$ cat src/design/alr_pkg.sv
// alr_pkg: shared types, codes and constants of the antialiased line rasterizer
// used by alr_ctrl, alr_dp and antialiased_line_rasterizer_unit; no dependencies
`default_nettype none
package alr_pkg;

  localparam int COORD_BITS    = 10;
  localparam int FRAC_BITS_DEF = 16;

  // input command codes
  localparam logic CMD_LINE  = 1'b0;
  localparam logic CMD_PIXEL = 1'b1;

  // framebuffer access codes
  localparam logic ACC_WRITE = 1'b0;
  localparam logic ACC_READ  = 1'b1;

  typedef struct packed {
    logic                  command;
    logic [COORD_BITS-1:0] x_start;
    logic [COORD_BITS-1:0] y_start;
    logic [COORD_BITS-1:0] x_end;
    logic [COORD_BITS-1:0] y_end;
    logic [7:0]            line_red;
    logic [7:0]            line_green;
    logic [7:0]            line_blue;
    logic [7:0]            bg_red;
    logic [7:0]            bg_green;
    logic [7:0]            bg_blue;
  } alr_in_t;

  typedef struct packed {
    logic                  access;
    logic [COORD_BITS-1:0] pixel_x;
    logic [COORD_BITS-1:0] pixel_y;
    logic [7:0]            out_red;
    logic [7:0]            out_green;
    logic [7:0]            out_blue;
    logic                  line_done;
    logic                  last_of_item;
  } alr_out_t;

  typedef enum logic [1:0] {
    PH_IDLE,
    PH_UPPER,
    PH_LOWER
  } alr_phase_t;

  typedef enum logic [3:0] {
    ST_IDLE,
    ST_SETUP,
    ST_START_WR,
    ST_DIV,
    ST_INIT,
    ST_NEXT,
    ST_BLEND,
    ST_PIX_WR,
    ST_RD_LOWER,
    ST_ADV
  } alr_state_t;

  typedef enum logic [1:0] {
    EM_START,
    EM_PIXEL,
    EM_LOWER,
    EM_NEXT
  } alr_emit_t;

  typedef struct packed {
    logic      capture;
    logic      setup;
    logic      div_start;
    logic      init;
    logic      blend_step;
    logic      emit;
    alr_emit_t emit_kind;
    logic      advance;
  } alr_cmd_t;

  typedef struct packed {
    logic in_is_line;
    logic line_busy;
    logic slot_free;
    logic div_done;
    logic blend_last;
    logic lower_ok;
  } alr_status_t;

endpackage
`default_nettype wire

$ cat src/design/antialiased_line_rasterizer_unit.sv
// Wu-style antialiased line rasterizer. A line command is taken in one transfer; the unit
// then writes the solid start pixel, divides once for the slope (one quotient bit per cycle)
// and issues either the first read request or the solid end write. Each background pixel
// returned for a read is blended one colour channel per cycle against the line colour, and
// no next item is taken before it has given the blended write and the next read request
// or the end write. Results leave through a one-deep output register, so the next item
// is accepted while the last result of an item still waits for out_ready.
// Straddling pixels past the coordinate range are skipped, and a new line command abandons
// any line in progress.
// depends on alr_pkg, alr_ctrl, alr_dp, alr_div
`default_nettype none
module antialiased_line_rasterizer_unit #(
  parameter int FRAC_BITS = alr_pkg::FRAC_BITS_DEF
) (
  input  wire logic              clk,
  input  wire logic              rst_n,
  input  wire logic              in_valid,
  output logic                   in_ready,
  input  wire alr_pkg::alr_in_t  in_data,
  output logic                   out_valid,
  input  wire logic              out_ready,
  output alr_pkg::alr_out_t      out_data
);

  alr_pkg::alr_cmd_t    cmd;
  alr_pkg::alr_status_t sts;

  alr_ctrl u_ctrl (
    .clk      (clk),
    .rst_n    (rst_n),
    .in_valid (in_valid),
    .in_ready (in_ready),
    .sts      (sts),
    .cmd      (cmd)
  );

  alr_dp #(
    .FRAC_BITS(FRAC_BITS)
  ) u_dp (
    .clk       (clk),
    .rst_n     (rst_n),
    .in_data   (in_data),
    .cmd       (cmd),
    .sts       (sts),
    .out_valid (out_valid),
    .out_ready (out_ready),
    .out_data  (out_data)
  );

endmodule
`default_nettype wire

$ cat src/design/alr_ctrl.sv
// alr_ctrl: sequencing state machine of the line rasterizer
// depends on alr_pkg; drives alr_dp through alr_cmd_t and reads alr_status_t
`default_nettype none
module alr_ctrl (
  input  wire logic                 clk,
  input  wire logic                 rst_n,
  input  wire logic                 in_valid,
  output logic                      in_ready,
  input  wire alr_pkg::alr_status_t sts,
  output alr_pkg::alr_cmd_t         cmd
);

  alr_pkg::alr_state_t state_r, state_nxt;
  logic                in_fire;

  assign in_fire = in_valid && in_ready;

  always_ff @(posedge clk) begin
    if (!rst_n) begin
      state_r <= alr_pkg::ST_IDLE;
    end else begin
      state_r <= state_nxt;
    end
  end

  always_comb begin
    state_nxt = state_r;
    unique case (state_r)
      alr_pkg::ST_IDLE: begin
        if (in_fire) begin
          priority if (sts.in_is_line) state_nxt = alr_pkg::ST_SETUP;
          else if (sts.line_busy)      state_nxt = alr_pkg::ST_BLEND;
          else                         state_nxt = alr_pkg::ST_IDLE;
        end
      end
      alr_pkg::ST_SETUP:    state_nxt = alr_pkg::ST_START_WR;
      alr_pkg::ST_START_WR: if (sts.slot_free) state_nxt = alr_pkg::ST_DIV;
      alr_pkg::ST_DIV:      if (sts.div_done) state_nxt = alr_pkg::ST_INIT;
      alr_pkg::ST_INIT:     state_nxt = alr_pkg::ST_NEXT;
      alr_pkg::ST_NEXT:     if (sts.slot_free) state_nxt = alr_pkg::ST_IDLE;
      alr_pkg::ST_BLEND:    if (sts.blend_last) state_nxt = alr_pkg::ST_PIX_WR;
      alr_pkg::ST_PIX_WR: begin
        if (sts.slot_free) begin
          state_nxt = sts.lower_ok ? alr_pkg::ST_RD_LOWER : alr_pkg::ST_ADV;
        end
      end
      alr_pkg::ST_RD_LOWER: if (sts.slot_free) state_nxt = alr_pkg::ST_IDLE;
      alr_pkg::ST_ADV:      state_nxt = alr_pkg::ST_NEXT;
      default:              state_nxt = alr_pkg::ST_IDLE;
    endcase
  end

  always_comb begin
    in_ready = 1'b0;
    cmd      = '0;
    unique case (state_r)
      alr_pkg::ST_IDLE: begin
        in_ready    = 1'b1;
        cmd.capture = in_fire;
      end
      alr_pkg::ST_SETUP: cmd.setup = 1'b1;
      alr_pkg::ST_START_WR: begin
        cmd.emit      = 1'b1;
        cmd.emit_kind = alr_pkg::EM_START;
        // kick the slope division once, together with the start pixel transfer
        cmd.div_start = sts.slot_free;
      end
      alr_pkg::ST_DIV:  cmd = '0;
      alr_pkg::ST_INIT: cmd.init = 1'b1;
      alr_pkg::ST_NEXT: begin
        cmd.emit      = 1'b1;
        cmd.emit_kind = alr_pkg::EM_NEXT;
      end
      alr_pkg::ST_BLEND: cmd.blend_step = 1'b1;
      alr_pkg::ST_PIX_WR: begin
        cmd.emit      = 1'b1;
        cmd.emit_kind = alr_pkg::EM_PIXEL;
      end
      alr_pkg::ST_RD_LOWER: begin
        cmd.emit      = 1'b1;
        cmd.emit_kind = alr_pkg::EM_LOWER;
      end
      alr_pkg::ST_ADV: cmd.advance = 1'b1;
      default:         cmd = '0;
    endcase
  end

endmodule
`default_nettype wire

$ cat src/design/alr_div.sv
// alr_div: restoring divider, one quotient bit per cycle
// no package dependencies; used by alr_dp for the line slope
`default_nettype none
module alr_div #(
  parameter int DW = 26,
  parameter int VW = 10
) (
  input  wire logic          clk,
  input  wire logic          rst_n,
  input  wire logic          start,
  input  wire logic [DW-1:0] dividend,
  input  wire logic [VW-1:0] divisor,
  output logic               done,
  output logic      [DW-1:0] quotient
);

  localparam int CW = (DW > 1) ? $clog2(DW) : 1;

  logic          busy_r, busy_nxt;
  logic          done_r, done_nxt;
  logic [CW-1:0] cnt_r, cnt_nxt;
  logic [DW-1:0] dvd_r, dvd_nxt;
  logic [VW-1:0] rem_r, rem_nxt;
  logic [VW:0]   rem_sh;
  logic [VW:0]   rem_sub;
  logic          q_bit;

  assign rem_sh  = {rem_r, dvd_r[DW-1]};
  assign q_bit   = (rem_sh >= {1'b0, divisor});
  assign rem_sub = rem_sh - {1'b0, divisor};

  always_comb begin
    busy_nxt = busy_r;
    done_nxt = done_r;
    cnt_nxt  = cnt_r;
    dvd_nxt  = dvd_r;
    rem_nxt  = rem_r;
    if (start) begin
      busy_nxt = 1'b1;
      done_nxt = 1'b0;
      cnt_nxt  = '0;
      dvd_nxt  = dividend;
      rem_nxt  = '0;
    end else if (busy_r) begin
      // quotient bits shift in where the dividend bits leave
      dvd_nxt = {dvd_r[DW-2:0], q_bit};
      rem_nxt = q_bit ? rem_sub[VW-1:0] : rem_sh[VW-1:0];
      cnt_nxt = cnt_r + 1'b1;
      if (cnt_r == CW'(DW - 1)) begin
        busy_nxt = 1'b0;
        done_nxt = 1'b1;
      end
    end
  end

  always_ff @(posedge clk) begin
    if (!rst_n) begin
      busy_r <= 1'b0;
      done_r <= 1'b0;
      cnt_r  <= '0;
    end else begin
      busy_r <= busy_nxt;
      done_r <= done_nxt;
      cnt_r  <= cnt_nxt;
    end
  end

  always_ff @(posedge clk) begin
    dvd_r <= dvd_nxt;
    rem_r <= rem_nxt;
  end

  assign done     = done_r;
  assign quotient = dvd_r;

endmodule
`default_nettype wire

$ cat src/design/alr_dp.sv
// alr_dp: line geometry, slope, stepping, channel blend and result register
// depends on alr_pkg and alr_div; controlled by alr_ctrl
`default_nettype none
module alr_dp #(
  parameter int FRAC_BITS = alr_pkg::FRAC_BITS_DEF
) (
  input  wire logic                 clk,
  input  wire logic                 rst_n,
  input  wire alr_pkg::alr_in_t     in_data,
  input  wire alr_pkg::alr_cmd_t    cmd,
  output alr_pkg::alr_status_t      sts,
  output logic                      out_valid,
  input  wire logic                 out_ready,
  output alr_pkg::alr_out_t         out_data
);

  localparam int C  = alr_pkg::COORD_BITS;
  localparam int F  = FRAC_BITS;
  localparam int MW = C + F + 2;
  localparam logic [F:0] ONE = {1'b1, {F{1'b0}}};
  localparam logic [1:0] CH_RED   = 2'd0;
  localparam logic [1:0] CH_GREEN = 2'd1;
  localparam logic [1:0] CH_BLUE  = 2'd2;

  alr_pkg::alr_in_t    in_r;
  alr_pkg::alr_phase_t phase_r, phase_nxt;
  logic                xdom_r;
  logic [C-1:0]        maj_start_r;
  logic [C-1:0]        major_stop_r;
  logic [C-1:0]        mi_start_r;
  logic [C-1:0]        dmaj_r;
  logic [C-1:0]        dmin_abs_r;
  logic                dmin_neg_r;
  logic [C:0]          major_pos_r;
  logic signed [MW-1:0] minor_r;
  logic signed [F+1:0] slope_r;
  logic [2*C-1:0]      end_point_r;
  logic [23:0]         colour_r;
  logic [1:0]          ch_r;
  logic [2:0][7:0]     blend_r;
  logic                out_valid_r;
  alr_pkg::alr_out_t   out_data_r;

  // ---------------- setup geometry
  logic [C-1:0] adx, ady, ma1, ma2, mi1, mi2, s_ma1, s_ma2, s_mi1, s_mi2;
  logic         xdom_c, swap_c;

  always_comb begin
    adx    = (in_r.x_end >= in_r.x_start) ? in_r.x_end - in_r.x_start
                                          : in_r.x_start - in_r.x_end;
    ady    = (in_r.y_end >= in_r.y_start) ? in_r.y_end - in_r.y_start
                                          : in_r.y_start - in_r.y_end;
    xdom_c = adx > ady;
    ma1    = xdom_c ? in_r.x_start : in_r.y_start;
    ma2    = xdom_c ? in_r.x_end   : in_r.y_end;
    mi1    = xdom_c ? in_r.y_start : in_r.x_start;
    mi2    = xdom_c ? in_r.y_end   : in_r.x_end;
    swap_c = ma2 < ma1;
    s_ma1  = swap_c ? ma2 : ma1;
    s_ma2  = swap_c ? ma1 : ma2;
    s_mi1  = swap_c ? mi2 : mi1;
    s_mi2  = swap_c ? mi1 : mi2;
  end

  always_ff @(posedge clk) begin
    if (cmd.capture) begin
      in_r <= in_data;
    end
    if (cmd.setup) begin
      xdom_r       <= xdom_c;
      maj_start_r  <= s_ma1;
      major_stop_r <= s_ma2;
      mi_start_r   <= s_mi1;
      dmaj_r       <= s_ma2 - s_ma1;
      dmin_neg_r   <= s_mi2 < s_mi1;
      dmin_abs_r   <= (s_mi2 >= s_mi1) ? s_mi2 - s_mi1 : s_mi1 - s_mi2;
      end_point_r  <= {in_r.y_end, in_r.x_end};
      colour_r     <= {in_r.line_red, in_r.line_green, in_r.line_blue};
    end
  end

  // ---------------- slope division
  logic           div_done;
  logic [C+F-1:0] div_quot;

  alr_div #(
    .DW(C + F),
    .VW(C)
  ) u_div (
    .clk      (clk),
    .rst_n    (rst_n),
    .start    (cmd.div_start),
    .dividend ({dmin_abs_r, {F{1'b0}}}),
    .divisor  (dmaj_r),
    .done     (div_done),
    .quotient (div_quot)
  );

  // ---------------- minor position
  logic [MW-2:0] minor_pos;
  logic [C-1:0]  m_int;
  logic [F-1:0]  m_frac;
  logic [F+1:0]  slope_mag;
  logic [F+1:0]  slope_c;

  // a negative minor position reads as zero
  assign minor_pos = minor_r[MW-1] ? '0 : minor_r[MW-2:0];
  assign m_int     = minor_pos[F+C-1:F];
  assign m_frac    = minor_pos[F-1:0];
  assign slope_mag = {1'b0, div_quot[F:0]};
  assign slope_c   = (dmaj_r == '0) ? '0 : (dmin_neg_r ? -slope_mag : slope_mag);

  always_ff @(posedge clk) begin
    if (cmd.init) begin
      slope_r     <= slope_c;
      major_pos_r <= {1'b0, maj_start_r} + (C+1)'(1);
      minor_r     <= $signed({2'b00, mi_start_r, {F{1'b0}}})
                     + $signed({{C{slope_c[F+1]}}, slope_c});
    end else if (cmd.advance) begin
      major_pos_r <= {1'b0, major_pos_r[C-1:0] + C'(1)};
      minor_r     <= minor_r + $signed({{C{slope_r[F+1]}}, slope_r});
    end
  end

  // ---------------- channel blend, one channel per cycle
  logic [F:0]   w_bg, w_ln;
  logic [7:0]   b_ch, l_ch;
  logic [F+8:0] prod_bg, prod_ln;
  logic [8:0]   ch_sum;
  logic [7:0]   ch_val;

  always_comb begin
    unique case (ch_r)
      CH_RED: begin
        b_ch = in_r.bg_red;
        l_ch = colour_r[23:16];
      end
      CH_GREEN: begin
        b_ch = in_r.bg_green;
        l_ch = colour_r[15:8];
      end
      CH_BLUE: begin
        b_ch = in_r.bg_blue;
        l_ch = colour_r[7:0];
      end
      default: begin
        b_ch = in_r.bg_blue;
        l_ch = colour_r[7:0];
      end
    endcase
    // upper pixel weights background by the fraction, lower by its complement
    w_bg    = (phase_r == alr_pkg::PH_UPPER) ? {1'b0, m_frac} : ONE - {1'b0, m_frac};
    w_ln    = ONE - w_bg;
    prod_bg = (F+9)'(w_bg) * (F+9)'(b_ch);
    prod_ln = (F+9)'(w_ln) * (F+9)'(l_ch);
    ch_sum  = {1'b0, prod_bg[F+7:F]} + {1'b0, prod_ln[F+7:F]};
    ch_val  = ch_sum[8] ? 8'hFF : ch_sum[7:0];
  end

  always_ff @(posedge clk) begin
    if (!rst_n) begin
      ch_r <= CH_RED;
    end else if (cmd.blend_step) begin
      ch_r <= (ch_r == CH_BLUE) ? CH_RED : ch_r + 2'd1;
    end
  end

  always_ff @(posedge clk) begin
    if (cmd.blend_step) begin
      blend_r[ch_r] <= ch_val;
    end
  end

  // ---------------- result formation
  logic              more_steps;
  logic              slot_free;
  logic              fire;
  logic [C-1:0]      mc;
  alr_pkg::alr_out_t od;

  assign more_steps = major_pos_r < {1'b0, major_stop_r};
  assign slot_free  = !out_valid_r || out_ready;
  assign fire       = cmd.emit && slot_free;

  always_comb begin
    od        = '0;
    phase_nxt = phase_r;
    mc        = m_int;
    unique case (cmd.emit_kind)
      alr_pkg::EM_START: begin
        od.access  = alr_pkg::ACC_WRITE;
        od.pixel_x = in_r.x_start;
        od.pixel_y = in_r.y_start;
        {od.out_red, od.out_green, od.out_blue} = colour_r;
      end
      alr_pkg::EM_PIXEL: begin
        mc         = (phase_r == alr_pkg::PH_UPPER) ? m_int : m_int + C'(1);
        od.access  = alr_pkg::ACC_WRITE;
        od.pixel_x = xdom_r ? major_pos_r[C-1:0] : mc;
        od.pixel_y = xdom_r ? mc : major_pos_r[C-1:0];
        od.out_red   = blend_r[CH_RED];
        od.out_green = blend_r[CH_GREEN];
        od.out_blue  = blend_r[CH_BLUE];
      end
      alr_pkg::EM_LOWER: begin
        mc              = m_int + C'(1);
        od.access       = alr_pkg::ACC_READ;
        od.pixel_x      = xdom_r ? major_pos_r[C-1:0] : mc;
        od.pixel_y      = xdom_r ? mc : major_pos_r[C-1:0];
        od.last_of_item = 1'b1;
        phase_nxt       = alr_pkg::PH_LOWER;
      end
      alr_pkg::EM_NEXT: begin
        od.last_of_item = 1'b1;
        if (more_steps) begin
          od.access  = alr_pkg::ACC_READ;
          od.pixel_x = xdom_r ? major_pos_r[C-1:0] : mc;
          od.pixel_y = xdom_r ? mc : major_pos_r[C-1:0];
          phase_nxt  = alr_pkg::PH_UPPER;
        end else begin
          od.access    = alr_pkg::ACC_WRITE;
          od.pixel_x   = end_point_r[C-1:0];
          od.pixel_y   = end_point_r[2*C-1:C];
          {od.out_red, od.out_green, od.out_blue} = colour_r;
          od.line_done = 1'b1;
          phase_nxt    = alr_pkg::PH_IDLE;
        end
      end
      default: od = '0;
    endcase
  end

  always_ff @(posedge clk) begin
    if (!rst_n) begin
      out_valid_r <= 1'b0;
      phase_r     <= alr_pkg::PH_IDLE;
    end else begin
      if (fire) begin
        out_valid_r <= 1'b1;
        phase_r     <= phase_nxt;
      end else if (out_ready) begin
        out_valid_r <= 1'b0;
      end
    end
  end

  always_ff @(posedge clk) begin
    if (fire) begin
      out_data_r <= od;
    end
  end

  assign out_valid = out_valid_r;
  assign out_data  = out_data_r;

  assign sts.in_is_line = (in_data.command == alr_pkg::CMD_LINE);
  assign sts.line_busy  = (phase_r != alr_pkg::PH_IDLE);
  assign sts.slot_free  = slot_free;
  assign sts.div_done   = div_done;
  assign sts.blend_last = (ch_r == CH_BLUE);
  assign sts.lower_ok   = (phase_r == alr_pkg::PH_UPPER) && (m_int != {C{1'b1}});

endmodule
`default_nettype wire
$ cat config.mk
export PLATFORM = sky130hd
export DESIGN_NAME = antialiased_line_rasterizer_unit
export DESIGN_NICKNAME = d
export VERILOG_FILES = /design/src/design/alr_pkg.sv /design/src/design/antialiased_line_rasterizer_unit.sv /design/src/design/alr_ctrl.sv /design/src/design/alr_div.sv /design/src/design/alr_dp.sv
export SDC_FILE = /design/constraint.sdc
export NUM_CORES = 1
export LEC_CHECK = 0
export ABC_CLOCK_PERIOD_IN_PS = 10500
export BUFFER_PORTS_ARGS = -buffer_cell sky130_fd_sc_hd__clkbuf_2
export CAP_MARGIN = 10
export CORE_MARGIN = 4
export CORE_UTILIZATION = 57
export CTS_CLUSTER_SIZE = 28
export DETAILED_ROUTE_END_ITERATION = 6
export GPL_TIMING_DRIVEN = 1
export PLACE_DENSITY = 0.78
export SETUP_SLACK_MARGIN = 0.5
export SLEW_MARGIN = 40
export SYNTH_ARGS = -nofsm -noshare
export SYNTH_HDL_FRONTEND = slang
export SYNTH_SLANG_ARGS = --single-unit
$ cat constraint.sdc
create_clock -name clk -period 10.5 [get_ports clk]
set_input_delay 2.1 -clock clk [delete_from_list [all_inputs] [get_ports clk]]
set_output_delay 2.1 -clock clk [all_outputs]
set_load 0.005 [all_outputs]
==> summary.txt <==
Status = finished, final reports clean
Top Metal Used = met5
Inserted Clock Buffers = 39
DRT Pass-1 Iters = 5
Clock Tree Root = clkbuf_16
CP max-delay cell = fa_2
Layout cells sized above 1 = 0.131
Max Clk Rate = 104 MHz
Post-Syn Nets = 3,518
GPL Wtd Cong = 1.04
Period utilisation layout = 0.916
CP Launch Type = flip-flop
Most used DFF post-synth = edfxtp_1
Setup Crit Path Kind = reg2reg
Arrival time worst endpoint = 9.93 ns
Global-route wire length before repair = 130 mm
Number of DRC markers in iteration 0 = 2,095
Inserted Diodes = 0
Post-Route WL = 82.8 mm
RSZ-0062 raised after global routing = true
Pins Over Slew Limit = 0
Die height = 236 µm
FP Rows = 83
Netlist cell types = 87
Slew margin rel. = 0.411
Critical path endpoint category = flip-flop
Synth Instances = 3,008
Port-buffer cells = 141
H-tree depth = 2
# IOs = 142
Die width = 236 µm
Most common cell after layout, fill and taps aside = inv_1
CTS Sinks = 364
Routed vias = 23,600
Shortest period the worst path allows = 9.62 ns
Area growth, synth to finish = 11.8%
Most frequent cells in the layout = 345 x inv_1, 332 x nor2_1, 322 x edfxtp_1
Starting density of the core = 0.578
Share of the yosys chip area belonging to registers = 0.354
Synth area leader = edfxtp_1
Mean Syn Cell Area = 9.87 µm²
Cell Area, Synth = 29,700 µm²
Max_cap viols = 0
TritonCTS clock tree = built
DP HPWL = 63.5 mm
Top-area cell type share of the netlist area = 0.326
Worst-Margin Slew = 0.879 ns
Clock-pin slew on the worst setup and hold paths = 0.06 ns
Register bit total from synthesis = 364
Number of synthesized flops with an enable pin = 322
# fillers = 4,022
Final Worst Setup Slack = 0.878 ns
Max Clock Skew = 0.0183 ns
Core area = 51,400 µm²
Cts hold-fix bufs = 0
Min-Delay Path Class = reg2reg
Setup WS pre-CTS = 0.0191 ns
Largest net degree at the start of global routing = 55
Setup-failing EPs final = 0
Routed length on met2 = 40.5 mm
Fraction of registers with async set/reset = 0
Wl on met1 = 33.4 mm
Vias in the first global route = 23,700
Cells taking the most area after synthesis = edfxtp_1 33%, fa_1 13%, ha_1 9.7%
Final Hold Vio Count = 0
Routed Antenna Nets = 0
CP max stage delay = 0.43 ns
Vias per Instance = 6.07
Remaining Overflow, GRT = 0
WL/cell = 21.3 µm
Final nets = 3,684
Clock tree buffer depth = 3
Clk Latency, worst-skew pair = 0.56 ns
Die area = 55,800 µm²
DR WL met3 = 5.64 mm
Total GRT Usage = 0.291
Initial antenna violation count = 1
Req. time, crit path = 10.80 ns
Post-route DRC = 0
Maximum net fanout on the critical path = 9
Yosys warnings = 0
Final TNS setup = 0 ns
[registers in the layout, summed over array words and instances, names as in the netlist, 2 cells and up]
| name | count |
|---|---|
| u_ctrl.state_r | 4 |
| u_dp.blend_r | 24 |
| u_dp.ch_r | 2 |
| u_dp.colour_r | 24 |
| u_dp.dmaj_r | 10 |
| u_dp.dmin_abs_r | 10 |
| u_dp.end_point_r | 20 |
| u_dp.in_r | 88 |
| u_dp.maj_start_r | 10 |
| u_dp.major_pos_r | 11 |
| u_dp.major_stop_r | 10 |
| u_dp.mi_start_r | 10 |
| u_dp.minor_r | 28 |
| u_dp.out_data | 47 |
| u_dp.phase_r | 2 |
| u_dp.slope_r | 18 |
| u_dp.u_div.cnt_r | 5 |
| u_dp.u_div.quotient | 26 |
| u_dp.u_div.rem_r | 10 |
[stage by stage]
stage	instance area, µm²	hold WS, ns	utilization	cells
floorplan	29700	0.400	-	3008
global placement	31500	0.401	0.612	3794
detailed placement	31600	0.406	0.614	3797
CTS	32900	0.420	0.641	3873
global route	33200	0.431	0.646	3883
finish	33200	0.418	0.646	3883
[final cells by class]
cell class | count | area, µm² | area share
sequential | 364 | 10500 | 0.317
clock buffer | 46 | 1040 | 0.0315
tap | 680 | 851 | 0.0256
clock inverter | 24 | 218 | 0.00656
timing repair buffer | 234 | 1480 | 0.0446
inverter | 347 | 1310 | 0.0394
multi-input combinational | 2188 | 17800 | 0.536
[timing repair]
item                       in CTS  in global routing
resized for setup              18                 45
pin swaps                       2                  9
cloned                          0                  1
setup buffers                   6                  9
setup endpoints to repair      31                 33
[critical path, delay by kind of cell, from the launching register on]
kind / cells / cell delay [ns]
simple gates: 4 / 0.82
buf+inv: 9 / 1.12
fa+ha+maj: 6 / 1.80
flops: 1 / 0.40
mux: 3 / 0.66
compound gates: 21 / 4.29
xor+xnor: 2 / 0.30
[metal layers]
metal,up-vias,GRT usage
met4,2,0.105
met1,11500,0.390
met5,-,0
met3,198,0.0336
li1,10800,-
met2,1014,0.494
[synthesized netlist by cell type, types with 10 or more instances]
cell / instances
or3_1: 21
mux2_2: 11
nand3_1: 43
nand2_1: 204
o21ai_0: 115
o21a_1: 16
a22o_1: 24
or2_2: 36
xor2_1: 51
a211oi_1: 32
and3_1: 18
o21bai_1: 30
o31ai_1: 10
nor2b_1: 46
nor2_1: 335
ha_1: 231
nor4_1: 17
edfxtp_1: 322
a21boi_0: 12
a221o_1: 15
buf_1: 16
a31oi_1: 15
clkbuf_1: 86
mux2i_1: 113
a21o_1: 51
a21oi_1: 187
inv_1: 345
nor3_1: 55
a311oi_1: 14
nand4_1: 17
xnor2_1: 94
fa_1: 186
dfxtp_1: 42
o211ai_1: 23
nand2b_1: 37
[cell families after synthesis]
group	count (synthesis)	synth area share
xor+xnor	149	0.0453
simple gates	865	0.137
buf+inv	457	0.0582
flops	364	0.354
compound gates	630	0.140
fa+ha+maj	417	0.223
mux	126	0.0432
[final timing paths]
path / slack [ns] / endpoint / from / cells past startpoint
worst min register to register: 0.42 / u_dp.colour_r[19] / u_dp.in_r[43] / 0
worst max-delay path: 0.88 / u_dp.dmin_abs_r[9] / u_dp.in_r[48] / 45
worst min-delay path: 0.42 / u_dp.colour_r[19] / u_dp.in_r[43] / 0
worst max register to register: 0.88 / u_dp.dmin_abs_r[9] / u_dp.in_r[48] / 45
Power is not shown: default switching activity piles up to over one toggle a cycle in this logic, so the estimate is an artifact.
